[config.mk]
export PLATFORM = sky130hd
export DESIGN_NAME = playfair_digraph_cipher_unit
export DESIGN_NICKNAME = d
export VERILOG_FILES = /design/src/hdl/pfc_pkg.sv /design/src/hdl/pfc_dpram.sv /design/src/hdl/pfc_key_sched.sv /design/src/hdl/pfc_out_fifo.sv /design/src/hdl/playfair_digraph_cipher_unit.sv
export SDC_FILE = /design/constraint.sdc
export NUM_CORES = 2
export LEC_CHECK = 0
export ABC_AREA = 1
export BUFFER_PORTS_ARGS = -buffer_cell sky130_fd_sc_hd__buf_2
export CORE_MARGIN = 1
export CORE_UTILIZATION = 30
export CTS_BUF_LIST = sky130_fd_sc_hd__clkbuf_16
export CTS_CLUSTER_SIZE = 12
export DETAILED_ROUTE_END_ITERATION = 6
export GPL_TIMING_DRIVEN = 1
export PLACE_DENSITY = 0.52
export SETUP_SLACK_MARGIN = 0.05
export SYNTH_ARGS = -nofsm -noshare
export SYNTH_HDL_FRONTEND = slang
export SYNTH_SLANG_ARGS = --single-unit
[constraint.sdc]
create_clock -name clk -period 10.1 [get_ports clk]
set_input_delay 3.03 -clock clk [delete_from_list [all_inputs] [get_ports clk]]
set_output_delay 3.03 -clock clk [all_outputs]
set_load 0.1 [all_outputs]
[src/hdl/pfc_pkg.sv]
`default_nettype none

package pfc_pkg;

    localparam int KEY_CHARS_DEF = 16;
    localparam int SIDE          = 5;
    localparam int GRID_CELLS    = 25;
    localparam int ALPHA         = 26;
    localparam int MAX_RES       = 4;
    localparam int PUSH_W        = $clog2(MAX_RES + 1);
    localparam int FIFO_DEPTH    = 8;

    typedef logic [4:0] letter_t;
    typedef logic [4:0] place_t;
    typedef logic [2:0] coord_t;

    localparam letter_t LETTER_I = 5'd8;
    localparam letter_t LETTER_J = 5'd9;
    localparam letter_t LETTER_X = 5'd23;

    localparam logic [7:0] ASCII_UP_A = 8'h41;
    localparam logic [7:0] ASCII_UP_Z = 8'h5A;
    localparam logic [7:0] ASCII_LO_A = 8'h61;
    localparam logic [7:0] ASCII_LO_Z = 8'h7A;
    localparam logic [6:0] CHAR_BASE  = 7'h41;

    localparam logic [1:0] REG_KEY_LOW  = 2'd0;
    localparam logic [1:0] REG_KEY_HIGH = 2'd1;
    localparam logic [1:0] REG_KEY_LEN  = 2'd2;

    typedef struct packed {
        logic    valid;
        letter_t idx;
    } letter_dec_t;

    // One write into both lookup memories: grid[pos] = letter, place[letter] = pos.
    typedef struct packed {
        logic    we;
        place_t  pos;
        letter_t letter;
    } grid_wr_t;

    typedef struct packed {
        logic [6:0] cipher_char;
        logic       has_char;
        logic       message_end;
    } result_t;

    function automatic letter_dec_t decode_letter(input logic [7:0] b);
        letter_dec_t d;
        d.valid = 1'b0;
        d.idx   = '0;
        if (b >= ASCII_UP_A && b <= ASCII_UP_Z)
        begin
            d.valid = 1'b1;
            d.idx   = 5'(b - ASCII_UP_A);
        end
        else if (b >= ASCII_LO_A && b <= ASCII_LO_Z)
        begin
            d.valid = 1'b1;
            d.idx   = 5'(b - ASCII_LO_A);
        end
        return d;
    endfunction

    // J shares the grid place of I.
    function automatic letter_t place_key(input letter_t l);
        return (l == LETTER_J) ? LETTER_I : l;
    endfunction

    function automatic coord_t place_row(input place_t p);
        coord_t r;
        if (p >= 5'(4 * SIDE))
            r = 3'd4;
        else if (p >= 5'(3 * SIDE))
            r = 3'd3;
        else if (p >= 5'(2 * SIDE))
            r = 3'd2;
        else if (p >= 5'(SIDE))
            r = 3'd1;
        else
            r = 3'd0;
        return r;
    endfunction

    function automatic coord_t place_col(input place_t p);
        return 3'(p - 5'(place_row(p)) * 5'(SIDE));
    endfunction

    function automatic coord_t coord_inc(input coord_t c);
        return (c == 3'(SIDE - 1)) ? 3'd0 : c + 3'd1;
    endfunction

    function automatic place_t cell_at(input coord_t r, input coord_t c);
        return 5'(5'(r) * 5'(SIDE) + 5'(c));
    endfunction

endpackage

`default_nettype wire

[src/hdl/pfc_dpram.sv]
`default_nettype none

module pfc_dpram #(
    parameter int DEPTH = 25,
    parameter int WIDTH = 5
) (
    input  wire logic                     clk,
    input  wire logic                     we,
    input  wire logic [$clog2(DEPTH)-1:0] waddr,
    input  wire logic [WIDTH-1:0]         wdata,
    input  wire logic                     re,
    input  wire logic [$clog2(DEPTH)-1:0] raddr_a,
    input  wire logic [$clog2(DEPTH)-1:0] raddr_b,
    output logic      [WIDTH-1:0]         rdata_a,
    output logic      [WIDTH-1:0]         rdata_b
);

    logic [WIDTH-1:0] mem [DEPTH];

    always_ff @(posedge clk)
    begin
        if (we)
        begin
            mem[waddr] <= wdata;
        end
        if (re)
        begin
            rdata_a <= mem[raddr_a];
            rdata_b <= mem[raddr_b];
        end
    end

endmodule

`default_nettype wire

[src/hdl/pfc_key_sched.sv]
`default_nettype none

module pfc_key_sched import pfc_pkg::*; #(
    parameter int KEY_CHARS = KEY_CHARS_DEF
) (
    input  wire logic        clk,
    input  wire logic        rst_n,
    input  wire logic        start,
    input  wire logic [63:0] key_low,
    input  wire logic [63:0] key_high,
    input  wire logic [4:0]  key_length,
    output grid_wr_t         wr,
    output logic             busy
);

    localparam int STEPS = KEY_CHARS + ALPHA;
    localparam int SW    = $clog2(STEPS);
    localparam int CW    = (SW > 5) ? SW : 5;
    localparam logic [SW-1:0] LAST_STEP = SW'(STEPS - 1);
    localparam logic [SW-1:0] KEY_STEPS = SW'(KEY_CHARS);

    typedef enum logic [1:0] {
        KS_IDLE = 2'b01,
        KS_RUN  = 2'b10
    } ks_state_t;

    ks_state_t      state_reg, state_next;
    logic [SW-1:0]  step_reg, step_next;
    place_t         pos_reg, pos_next;
    logic [ALPHA-1:0] used_reg, used_next;

    logic [127:0]   key_all;
    logic [4:0]     klen;
    logic [7:0]     key_byte;
    letter_dec_t    key_dec;
    logic           cand_v;
    letter_t        cand;
    logic           take;

    assign key_all  = {key_high, key_low};
    assign klen     = (key_length > 5'(KEY_CHARS)) ? 5'(KEY_CHARS) : key_length;
    assign key_byte = key_all[{step_reg[3:0], 3'b000} +: 8];
    assign key_dec  = decode_letter(key_byte);

    // Key characters come first, then the whole alphabet as filler.
    always_comb
    begin
        if (step_reg < KEY_STEPS)
        begin
            cand_v = key_dec.valid && (CW'(step_reg) < CW'(klen));
            cand   = place_key(key_dec.idx);
        end
        else
        begin
            cand_v = 1'b1;
            cand   = 5'(step_reg - KEY_STEPS);
        end
    end

    assign take = (state_reg == KS_RUN) && cand_v && !used_reg[cand]
                  && (pos_reg < 5'(GRID_CELLS));
    assign wr   = '{we: take, pos: pos_reg, letter: cand};
    assign busy = (state_reg == KS_RUN);

    always_comb
    begin
        state_next = state_reg;
        step_next  = step_reg;
        pos_next   = pos_reg;
        used_next  = used_reg;
        case (state_reg)
            KS_IDLE:
            begin
                if (start)
                begin
                    state_next = KS_RUN;
                    step_next  = '0;
                    pos_next   = '0;
                    used_next  = ALPHA'(1) << LETTER_J;
                end
            end
            KS_RUN:
            begin
                if (take)
                begin
                    used_next[cand] = 1'b1;
                    pos_next        = pos_reg + 5'd1;
                end
                step_next = step_reg + SW'(1);
                if (step_reg == LAST_STEP)
                begin
                    state_next = KS_IDLE;
                end
            end
            default:
            begin
                state_next = KS_IDLE;
            end
        endcase
    end

    always_ff @(posedge clk or negedge rst_n)
    begin
        if (!rst_n)
        begin
            state_reg <= KS_IDLE;
            step_reg  <= '0;
            pos_reg   <= '0;
            used_reg  <= '0;
        end
        else
        begin
            state_reg <= state_next;
            step_reg  <= step_next;
            pos_reg   <= pos_next;
            used_reg  <= used_next;
        end
    end

endmodule

`default_nettype wire

[src/hdl/pfc_out_fifo.sv]
`default_nettype none

module pfc_out_fifo import pfc_pkg::*; #(
    parameter int DEPTH = FIFO_DEPTH
) (
    input  wire logic              clk,
    input  wire logic              rst_n,
    input  wire logic [PUSH_W-1:0] push_cnt,
    input  wire result_t           push_data [MAX_RES],
    output logic                   room,
    output logic                   out_valid,
    input  wire logic              out_stall,
    output logic      [6:0]        cipher_char,
    output logic                   has_char,
    output logic                   message_end_res
);

    localparam int AW = $clog2(DEPTH);
    localparam int CW = $clog2(DEPTH + 1);

    result_t        mem [DEPTH];
    logic [AW-1:0]  wr_ptr_reg, rd_ptr_reg;
    logic [CW-1:0]  cnt_reg, cnt_next;
    logic           pop;
    result_t        head;

    assign pop       = out_valid && !out_stall;
    assign out_valid = (cnt_reg != '0);
    assign head      = mem[rd_ptr_reg];
    assign cipher_char     = head.cipher_char;
    assign has_char        = head.has_char;
    assign message_end_res = head.message_end;

    // Room for a whole item's worth of words, so the pipeline never backs up mid-item.
    assign room     = (cnt_reg <= CW'(DEPTH - MAX_RES));
    assign cnt_next = cnt_reg + CW'(push_cnt) - CW'(pop);

    always_ff @(posedge clk)
    begin
        for (int k = 0; k < MAX_RES; k++)
        begin
            if (PUSH_W'(k) < push_cnt)
            begin
                mem[AW'(wr_ptr_reg + AW'(k))] <= push_data[k];
            end
        end
    end

    always_ff @(posedge clk or negedge rst_n)
    begin
        if (!rst_n)
        begin
            wr_ptr_reg <= '0;
            rd_ptr_reg <= '0;
            cnt_reg    <= '0;
        end
        else
        begin
            wr_ptr_reg <= AW'(wr_ptr_reg + AW'(push_cnt));
            rd_ptr_reg <= AW'(rd_ptr_reg + AW'(pop));
            cnt_reg    <= cnt_next;
        end
    end

endmodule

`default_nettype wire

[src/hdl/playfair_digraph_cipher_unit.sv]
// A word accepted at the input passes the input register, the place memories, the grid
// memories and the output FIFO before its first result word leaves. Throughput: one
// input word per cycle while in_stall is low; results leave the output FIFO one word
// per cycle while out_stall is low. Reset: control state clears; the key schedule then
// steps through the key characters and the alphabet to fill the grid memories, and
// reruns after a key write before the next message; the input stalls during a sweep.
`default_nettype none

module playfair_digraph_cipher_unit import pfc_pkg::*; #(
    parameter int KEY_CHARS = KEY_CHARS_DEF
) (
    input  wire logic        clk,
    input  wire logic        rst_n,
    input  wire logic        cfg_we,
    input  wire logic [1:0]  cfg_index,
    input  wire logic [63:0] cfg_data,
    input  wire logic        in_valid,
    output logic             in_stall,
    input  wire logic [7:0]  text_char,
    input  wire logic        message_end,
    output logic             out_valid,
    input  wire logic        out_stall,
    output logic      [6:0]  cipher_char,
    output logic             has_char,
    output logic             message_end_res
);

    logic [63:0] key_low_reg, key_high_reg;
    logic [4:0]  key_len_reg;
    logic        dirty_reg;

    grid_wr_t    ks_wr;
    logic        ks_busy;
    logic        build_go;

    logic        adv;
    logic        accept;

    logic        s1_v_reg;
    logic [7:0]  s1_char_reg;
    logic        s1_end_reg;

    letter_t     held_reg, prev_reg;
    logic        held_v_reg, prev_v_reg;

    letter_dec_t s1_dec;
    logic        s1_dup;
    logic        hv_c;
    letter_t     hl_c;
    logic [1:0]  np_c;
    letter_t     pa_c [2];
    letter_t     pb_c [2];

    logic        s2_v_reg, s2_end_reg;
    logic [1:0]  s2_np_reg;
    place_t      pl_a [2];
    place_t      pl_b [2];
    coord_t      ra [2];
    coord_t      ca [2];
    coord_t      rb [2];
    coord_t      cb [2];
    place_t      qa [2];
    place_t      qb [2];

    logic        s3_v_reg, s3_end_reg;
    logic [1:0]  s3_np_reg;
    letter_t     gl [MAX_RES];
    result_t     res [MAX_RES];
    logic [PUSH_W-1:0] res_cnt;
    logic [PUSH_W-1:0] push_cnt;

    // Configuration registers; a write marks the grid stale.
    always_ff @(posedge clk or negedge rst_n)
    begin
        if (!rst_n)
        begin
            key_low_reg  <= '0;
            key_high_reg <= '0;
            key_len_reg  <= '0;
            dirty_reg    <= 1'b1;
        end
        else
        begin
            if (cfg_we)
            begin
                case (cfg_index)
                    REG_KEY_LOW:  key_low_reg  <= cfg_data;
                    REG_KEY_HIGH: key_high_reg <= cfg_data;
                    REG_KEY_LEN:  key_len_reg  <= cfg_data[4:0];
                    default: ;
                endcase
            end
            if (cfg_we)
                dirty_reg <= 1'b1;
            else if (build_go)
                dirty_reg <= 1'b0;
        end
    end

    // The grid is only rebuilt before the first letter of a message, with nothing in flight.
    assign build_go = dirty_reg && !ks_busy && !prev_v_reg
                      && !s1_v_reg && !s2_v_reg && !s3_v_reg;

    pfc_key_sched #(
        .KEY_CHARS (KEY_CHARS)
    ) u_key_sched (
        .clk        (clk),
        .rst_n      (rst_n),
        .start      (build_go),
        .key_low    (key_low_reg),
        .key_high   (key_high_reg),
        .key_length (key_len_reg),
        .wr         (ks_wr),
        .busy       (ks_busy)
    );

    assign in_stall = !adv || ((dirty_reg || ks_busy) && (!prev_v_reg || s1_v_reg));
    assign accept   = in_valid && !in_stall;

    // Input register.
    always_ff @(posedge clk or negedge rst_n)
    begin
        if (!rst_n)
        begin
            s1_v_reg <= 1'b0;
        end
        else if (adv)
        begin
            s1_v_reg <= accept;
        end
    end

    always_ff @(posedge clk)
    begin
        if (accept)
        begin
            s1_char_reg <= text_char;
            s1_end_reg  <= message_end;
        end
    end

    // Pair forming: an optional doubling X, the letter itself, then the end pad.
    always_comb
    begin
        s1_dec  = decode_letter(s1_char_reg);
        s1_dup  = s1_dec.valid && prev_v_reg && (prev_reg == s1_dec.idx);
        hv_c    = held_v_reg;
        hl_c    = held_reg;
        np_c    = '0;
        pa_c[0] = '0;
        pa_c[1] = '0;
        pb_c[0] = '0;
        pb_c[1] = '0;
        if (s1_dup)
        begin
            if (hv_c)
            begin
                pa_c[0] = hl_c;
                pb_c[0] = LETTER_X;
                np_c    = 2'd1;
                hv_c    = 1'b0;
                hl_c    = '0;
            end
            else
            begin
                hl_c = LETTER_X;
                hv_c = 1'b1;
            end
        end
        if (s1_dec.valid)
        begin
            if (hv_c)
            begin
                pa_c[np_c[0]] = hl_c;
                pb_c[np_c[0]] = s1_dec.idx;
                np_c          = np_c + 2'd1;
                hv_c          = 1'b0;
                hl_c          = '0;
            end
            else
            begin
                hl_c = s1_dec.idx;
                hv_c = 1'b1;
            end
        end
        if (s1_end_reg && hv_c)
        begin
            pa_c[np_c[0]] = hl_c;
            pb_c[np_c[0]] = LETTER_X;
            np_c          = np_c + 2'd1;
            hv_c          = 1'b0;
            hl_c          = '0;
        end
    end

    always_ff @(posedge clk or negedge rst_n)
    begin
        if (!rst_n)
        begin
            held_reg   <= '0;
            held_v_reg <= 1'b0;
            prev_reg   <= '0;
            prev_v_reg <= 1'b0;
            s2_v_reg   <= 1'b0;
            s2_np_reg  <= '0;
            s2_end_reg <= 1'b0;
        end
        else if (adv)
        begin
            s2_v_reg   <= s1_v_reg;
            s2_np_reg  <= np_c;
            s2_end_reg <= s1_end_reg;
            if (s1_v_reg)
            begin
                if (s1_end_reg)
                begin
                    held_reg   <= '0;
                    held_v_reg <= 1'b0;
                    prev_reg   <= '0;
                    prev_v_reg <= 1'b0;
                end
                else
                begin
                    held_reg   <= hl_c;
                    held_v_reg <= hv_c;
                    if (s1_dec.valid)
                    begin
                        prev_reg   <= s1_dec.idx;
                        prev_v_reg <= 1'b1;
                    end
                end
            end
        end
    end

    // Letter to grid place, one memory per pair.
    pfc_dpram #(
        .DEPTH (ALPHA),
        .WIDTH ($bits(place_t))
    ) u_place_p0 (
        .clk     (clk),
        .we      (ks_wr.we),
        .waddr   (ks_wr.letter),
        .wdata   (ks_wr.pos),
        .re      (adv),
        .raddr_a (place_key(pa_c[0])),
        .raddr_b (place_key(pb_c[0])),
        .rdata_a (pl_a[0]),
        .rdata_b (pl_b[0])
    );

    pfc_dpram #(
        .DEPTH (ALPHA),
        .WIDTH ($bits(place_t))
    ) u_place_p1 (
        .clk     (clk),
        .we      (ks_wr.we),
        .waddr   (ks_wr.letter),
        .wdata   (ks_wr.pos),
        .re      (adv),
        .raddr_a (place_key(pa_c[1])),
        .raddr_b (place_key(pb_c[1])),
        .rdata_a (pl_a[1]),
        .rdata_b (pl_b[1])
    );

    // Same row shifts right, same column shifts down, otherwise swap columns.
    always_comb
    begin
        for (int k = 0; k < 2; k++)
        begin
            ra[k] = place_row(pl_a[k]);
            ca[k] = place_col(pl_a[k]);
            rb[k] = place_row(pl_b[k]);
            cb[k] = place_col(pl_b[k]);
            if (ra[k] == rb[k])
            begin
                qa[k] = cell_at(ra[k], coord_inc(ca[k]));
                qb[k] = cell_at(rb[k], coord_inc(cb[k]));
            end
            else if (ca[k] == cb[k])
            begin
                qa[k] = cell_at(coord_inc(ra[k]), ca[k]);
                qb[k] = cell_at(coord_inc(rb[k]), cb[k]);
            end
            else
            begin
                qa[k] = cell_at(ra[k], cb[k]);
                qb[k] = cell_at(rb[k], ca[k]);
            end
        end
    end

    always_ff @(posedge clk or negedge rst_n)
    begin
        if (!rst_n)
        begin
            s3_v_reg   <= 1'b0;
            s3_np_reg  <= '0;
            s3_end_reg <= 1'b0;
        end
        else if (adv)
        begin
            s3_v_reg   <= s2_v_reg;
            s3_np_reg  <= s2_np_reg;
            s3_end_reg <= s2_end_reg;
        end
    end

    // Grid place to letter, one memory per pair.
    pfc_dpram #(
        .DEPTH (GRID_CELLS),
        .WIDTH ($bits(letter_t))
    ) u_grid_p0 (
        .clk     (clk),
        .we      (ks_wr.we),
        .waddr   (ks_wr.pos),
        .wdata   (ks_wr.letter),
        .re      (adv),
        .raddr_a (qa[0]),
        .raddr_b (qb[0]),
        .rdata_a (gl[0]),
        .rdata_b (gl[1])
    );

    pfc_dpram #(
        .DEPTH (GRID_CELLS),
        .WIDTH ($bits(letter_t))
    ) u_grid_p1 (
        .clk     (clk),
        .we      (ks_wr.we),
        .waddr   (ks_wr.pos),
        .wdata   (ks_wr.letter),
        .re      (adv),
        .raddr_a (qa[1]),
        .raddr_b (qb[1]),
        .rdata_a (gl[2]),
        .rdata_b (gl[3])
    );

    // A message end with no letters to send still gives one empty word with the end mark.
    always_comb
    begin
        if (s3_np_reg == 2'd0)
            res_cnt = s3_end_reg ? PUSH_W'(1) : '0;
        else
            res_cnt = PUSH_W'({s3_np_reg, 1'b0});
        for (int k = 0; k < MAX_RES; k++)
        begin
            if (s3_np_reg == 2'd0)
            begin
                res[k] = '{cipher_char: '0, has_char: 1'b0, message_end: 1'b1};
            end
            else
            begin
                res[k].cipher_char = CHAR_BASE + 7'(gl[k]);
                res[k].has_char    = 1'b1;
                res[k].message_end = s3_end_reg && (PUSH_W'(k + 1) == res_cnt);
            end
        end
    end

    assign push_cnt = (s3_v_reg && adv) ? res_cnt : '0;

    pfc_out_fifo #(
        .DEPTH (FIFO_DEPTH)
    ) u_out_fifo (
        .clk             (clk),
        .rst_n           (rst_n),
        .push_cnt        (push_cnt),
        .push_data       (res),
        .room            (adv),
        .out_valid       (out_valid),
        .out_stall       (out_stall),
        .cipher_char     (cipher_char),
        .has_char        (has_char),
        .message_end_res (message_end_res)
    );

    a_build_quiet: assert property (@(posedge clk) disable iff (!rst_n)
        ks_busy |-> !(s1_v_reg || s2_v_reg || s3_v_reg))
        else $error("grid rebuild overlaps words in flight");

    a_end_clears: assert property (@(posedge clk) disable iff (!rst_n)
        (s1_v_reg && adv && s1_end_reg) |=> (!held_v_reg && !prev_v_reg))
        else $error("message end did not clear the pairing state");

    a_fresh_grid: assert property (@(posedge clk) disable iff (!rst_n)
        (accept && !prev_v_reg) |-> (!dirty_reg && !ks_busy))
        else $error("message started on a stale grid");

endmodule

`default_nettype wire

==> load_flow_metrics.sql <==
INSERT INTO impl_metrics (metric_group, metric, value, unit) VALUES
('synthesis', 'ys_warn_count', '0', ''),
('die', 'die_height', '358', 'um'),
('layout', 'fillers', '13357', ''),
('timing', 'clock.fmax', '144', 'MHz'),
('worst_setup_path', 'rrSetupSlack', '3.15', 'ns'),
('clock_tree', 'cts_clk_pin_slew_worst_paths', '0.06', 'ns'),
('detailed_routing', 'avgViaCountPerCell', '5.34', ''),
('placed_design', 'buffer_ports.inserted', '90', ''),
('detailed_routing', 'drc', '0', ''),
('worst_setup_path', 'cp.required', '10.49', 'ns'),
('synthesis', 'yosys.cell_types.count', '53', ''),
('synthesis', 'synth-seq-area-share', '42.5', '%'),
('clock_tree', 'ctsResizeCount', '0', ''),
('die', 'die_area', '128000', 'um^2'),
('layout', 'antenna_cells', '0', ''),
('grt', 'initial_antenna_violation_count', '1', ''),
('worst_setup_path', 'timing.rr.end', 'u_place_p1.rdata_b[4]$_DFFE_PN_', ''),
('worst_setup_path', 'cpMostUsedCell', 'sky130_fd_sc_hd__nand2_1', ''),
('layout', 'layout_cell_share_with_drive_strength_beyond_1', '6.66', '%'),
('layout', 'synthToLayoutAreaGrowth', '11.0', '%'),
('placed_design', 'finalWeightedCongestion', '0.954', ''),
('grt', 'groute.layer.met3.usage', '3.05', '%'),
('outcome', 'status', 'finished, final reports clean', ''),
('timing', 'max-slew-margin-rel', '18.5', '%'),
('grt', 'grt_pass1_wl', '207000', 'um'),
('die', 'effective_utilization_at_floorplan', '30.3', '%'),
('worst_setup_path', 'startpoint_type', 'register', ''),
('timing', 'rsz0062_at_grt', 'false', ''),
('worst_setup_path', 'worst_r2r_path_depth', '30', ''),
('clock_tree', 'worst_skew_pair.late_latency', '0.67', 'ns'),
('synthesis', 'post-synth-top-count-cell', 'sky130_fd_sc_hd__nand2_1', ''),
('detailed_routing', 'route.detailed.wl_per_inst', '20.4', 'um'),
('clock_tree', 'postCtsHoldBufs', '0', ''),
('clock_tree', 'cts.repair_timing.setup_buffer_count', '0', ''),
('layout', 'largest_register', 'u_grid_p1.mem', ''),
('die', 'fp.dieW', '358', 'um'),
('worst_setup_path', 'critical_path.max_fanout', '81', ''),
('grt', 'globalRouteMet1Util', '29.5', '%'),
('worst_setup_path', 'worst_setup_path_startpoint', 's1_char_reg[0]$_DFFE_PP_', ''),
('synthesis', 'ys_async_sr_fraction', '35.7', '%'),
('timing', 'final_max_slew_viol_count', '0', ''),
('die', 'top_level_ports', '91', ''),
('grt', 'number_of_global_route_vias_before_repair', '33220', ''),
('worst_setup_path', 'crit_family', 'simple AND/OR/NAND/NOR gates', ''),
('grt', 'grt_start_max_net_pins', '129', ''),
('detailed_routing', 'vias_after_detailed_routing', '35492', ''),
('clock_tree', 'clock_sink_count', '572', ''),
('worst_setup_path', 'worst_setup_path_end_kind', 'register', ''),
('detailed_routing', 'ant_nets', '0', ''),
('layout', 'final_cells', '6647', ''),
('detailed_routing', 'first_pass_iters', '6', ''),
('flow_run', 'max_cap_viol_count', '0', ''),
('grt', 'grt_most_used_layer', 'met2', ''),
('worst_setup_path', 'critical_path_data_arrival_time', '7.33', 'ns'),
('timing', 'finalCriticalPeriod', '6.95', 'ns'),
('placed_design', 'dp.final_hpwl', '92600', 'um'),
('grt', 'gr-usage-met2', '32.5', '%'),
('timing', 'final_hold_violation_count', '0', ''),
('synthesis', 'leading_register_cell_type_out_of_synthesis', 'sky130_fd_sc_hd__edfxtp_1', ''),
('synthesis', 'synth.ff_latch_count', '572', ''),
('synthesis', 'postSynthCellCount', '5000', ''),
('worst_setup_path', 'crit_path_end', 'u_place_p1.rdata_b[4]$_DFFE_PN_', ''),
('timing', 'worst_pin_slew', '1.22', 'ns'),
('synthesis', 'synth.cells.most_frequent', '1147 x sky130_fd_sc_hd__nand2_1, 619 x sky130_fd_sc_hd__nand3_1, 555 x sky130_fd_sc_hd__inv_1, 452 x sky130_fd_sc_hd__o21ai_0, 368 x sky130_fd_sc_hd__edfxtp_1', ''),
('hold_path', 'cells_on_worst_hold_path', '1', ''),
('worst_setup_path', 'worst_r2r_start', 's1_char_reg[0]$_DFFE_PP_', ''),
('worst_setup_path', 'critical_path.n_buffers_inverters', '7', ''),
('die', 'area_of_the_core', '126000', 'um^2'),
('timing', 'fin_hold_ws', '0.469', 'ns'),
('synthesis', 'syn_nets', '5205', ''),
('worst_setup_path', 'critical_path_cell_count', '30', '');
==> worst reg2reg max path, delay by kind of cell, from the launching register on <==
kind                     cells  cell delay (ns)
AND/OR/NAND/NOR             18             3.08
buffers and inverters        7             2.16
adder cells (fa/ha/maj)      2             0.51
AO/OA/AOI/OAI                3             0.48
flip-flops                   1             0.43
==> per-layer routing <==
| metal | up-vias | part of all wire [%] |
|---|---|---|
| met5 | - | 0.0096 |
| met4 | 2 | 3.1 |
| met3 | 241 | 7.8 |
| met2 | 1522 | 44 |
| met1 | 16729 | 45 |
| li1 | 16998 | - |
==> cells by family (layout without fill, tap and decap cells) <==
logic type / after synthesis / in the layout / synth area share (%)
AND/OR/NAND/NOR: 2188 / 2188 / 24.1
AO/OA/AOI/OAI: 1201 / 1201 / 18.6
buffers and inverters: 858 / 855 / 8.96
flip-flops: 572 / 572 / 42.5
adder cells (fa/ha/maj): 125 / 125 / 4.47
XOR/XNOR: 56 / 56 / 1.37
==> cells in the final DEF, fill, tap and decap left out, drive strengths merged, types with 149 or more instances in the layout <==
| cell type | n |
|---|---|
| o21ai | 520 |
| edfxtp | 368 |
| inv | 591 |
| buf | 149 |
| o211ai | 324 |
| nor2 | 366 |
| nand2 | 1155 |
| dfrtp | 202 |
| nand3 | 625 |
| a21oi | 246 |
==> area by class of cell <==
| type | count | area (um^2) | share of cell area, % |
|---|---|---|---|
| Clock buffer | 72 | 1800 | 4.27 |
| Clock inverter | 55 | 509 | 1.21 |
| Inverter | 579 | 2170 | 5.15 |
| Multi-Input combinational cell | 3570 | 18600 | 44.1 |
| Sequential cell | 572 | 16200 | 38.3 |
| Tap cell | 1650 | 2060 | 4.89 |
| Timing Repair Buffer | 149 | 903 | 2.14 |
==> through the flow <==
step	setup WS (ns)	cell area, um^2
6_report	3.15	42200
5_1_grt	2.77	42200
4_1_cts	3.37	42200
3_5_place_dp	3.42	39900
3_3_place_gp	3.34	39900
2_1_floorplan	3.92	38000
==> worst min-delay path by stage <==
stage / from / end / slack (ns)
floorplan: u_out_fifo.rd_ptr_reg[2]$_DFF_PN0_ / u_out_fifo.rd_ptr_reg[2]$_DFF_PN0_ / 0.44
global placement: u_out_fifo.rd_ptr_reg[2]$_DFF_PN0_ / u_out_fifo.rd_ptr_reg[2]$_DFF_PN0_ / 0.46
detailed placement: u_out_fifo.rd_ptr_reg[2]$_DFF_PN0_ / u_out_fifo.rd_ptr_reg[2]$_DFF_PN0_ / 0.46
CTS: u_out_fifo.rd_ptr_reg[2]$_DFF_PN0_ / u_out_fifo.rd_ptr_reg[2]$_DFF_PN0_ / 0.47
global route: u_out_fifo.rd_ptr_reg[2]$_DFF_PN0_ / u_out_fifo.rd_ptr_reg[2]$_DFF_PN0_ / 0.49
finish: u_out_fifo.rd_ptr_reg[2]$_DFF_PN0_ / u_out_fifo.rd_ptr_reg[2]$_DFF_PN0_ / 0.47
Power is left out: the tool's default activity adds up to more than one toggle a clock period on the data nets, which glitch-free logic cannot reach.
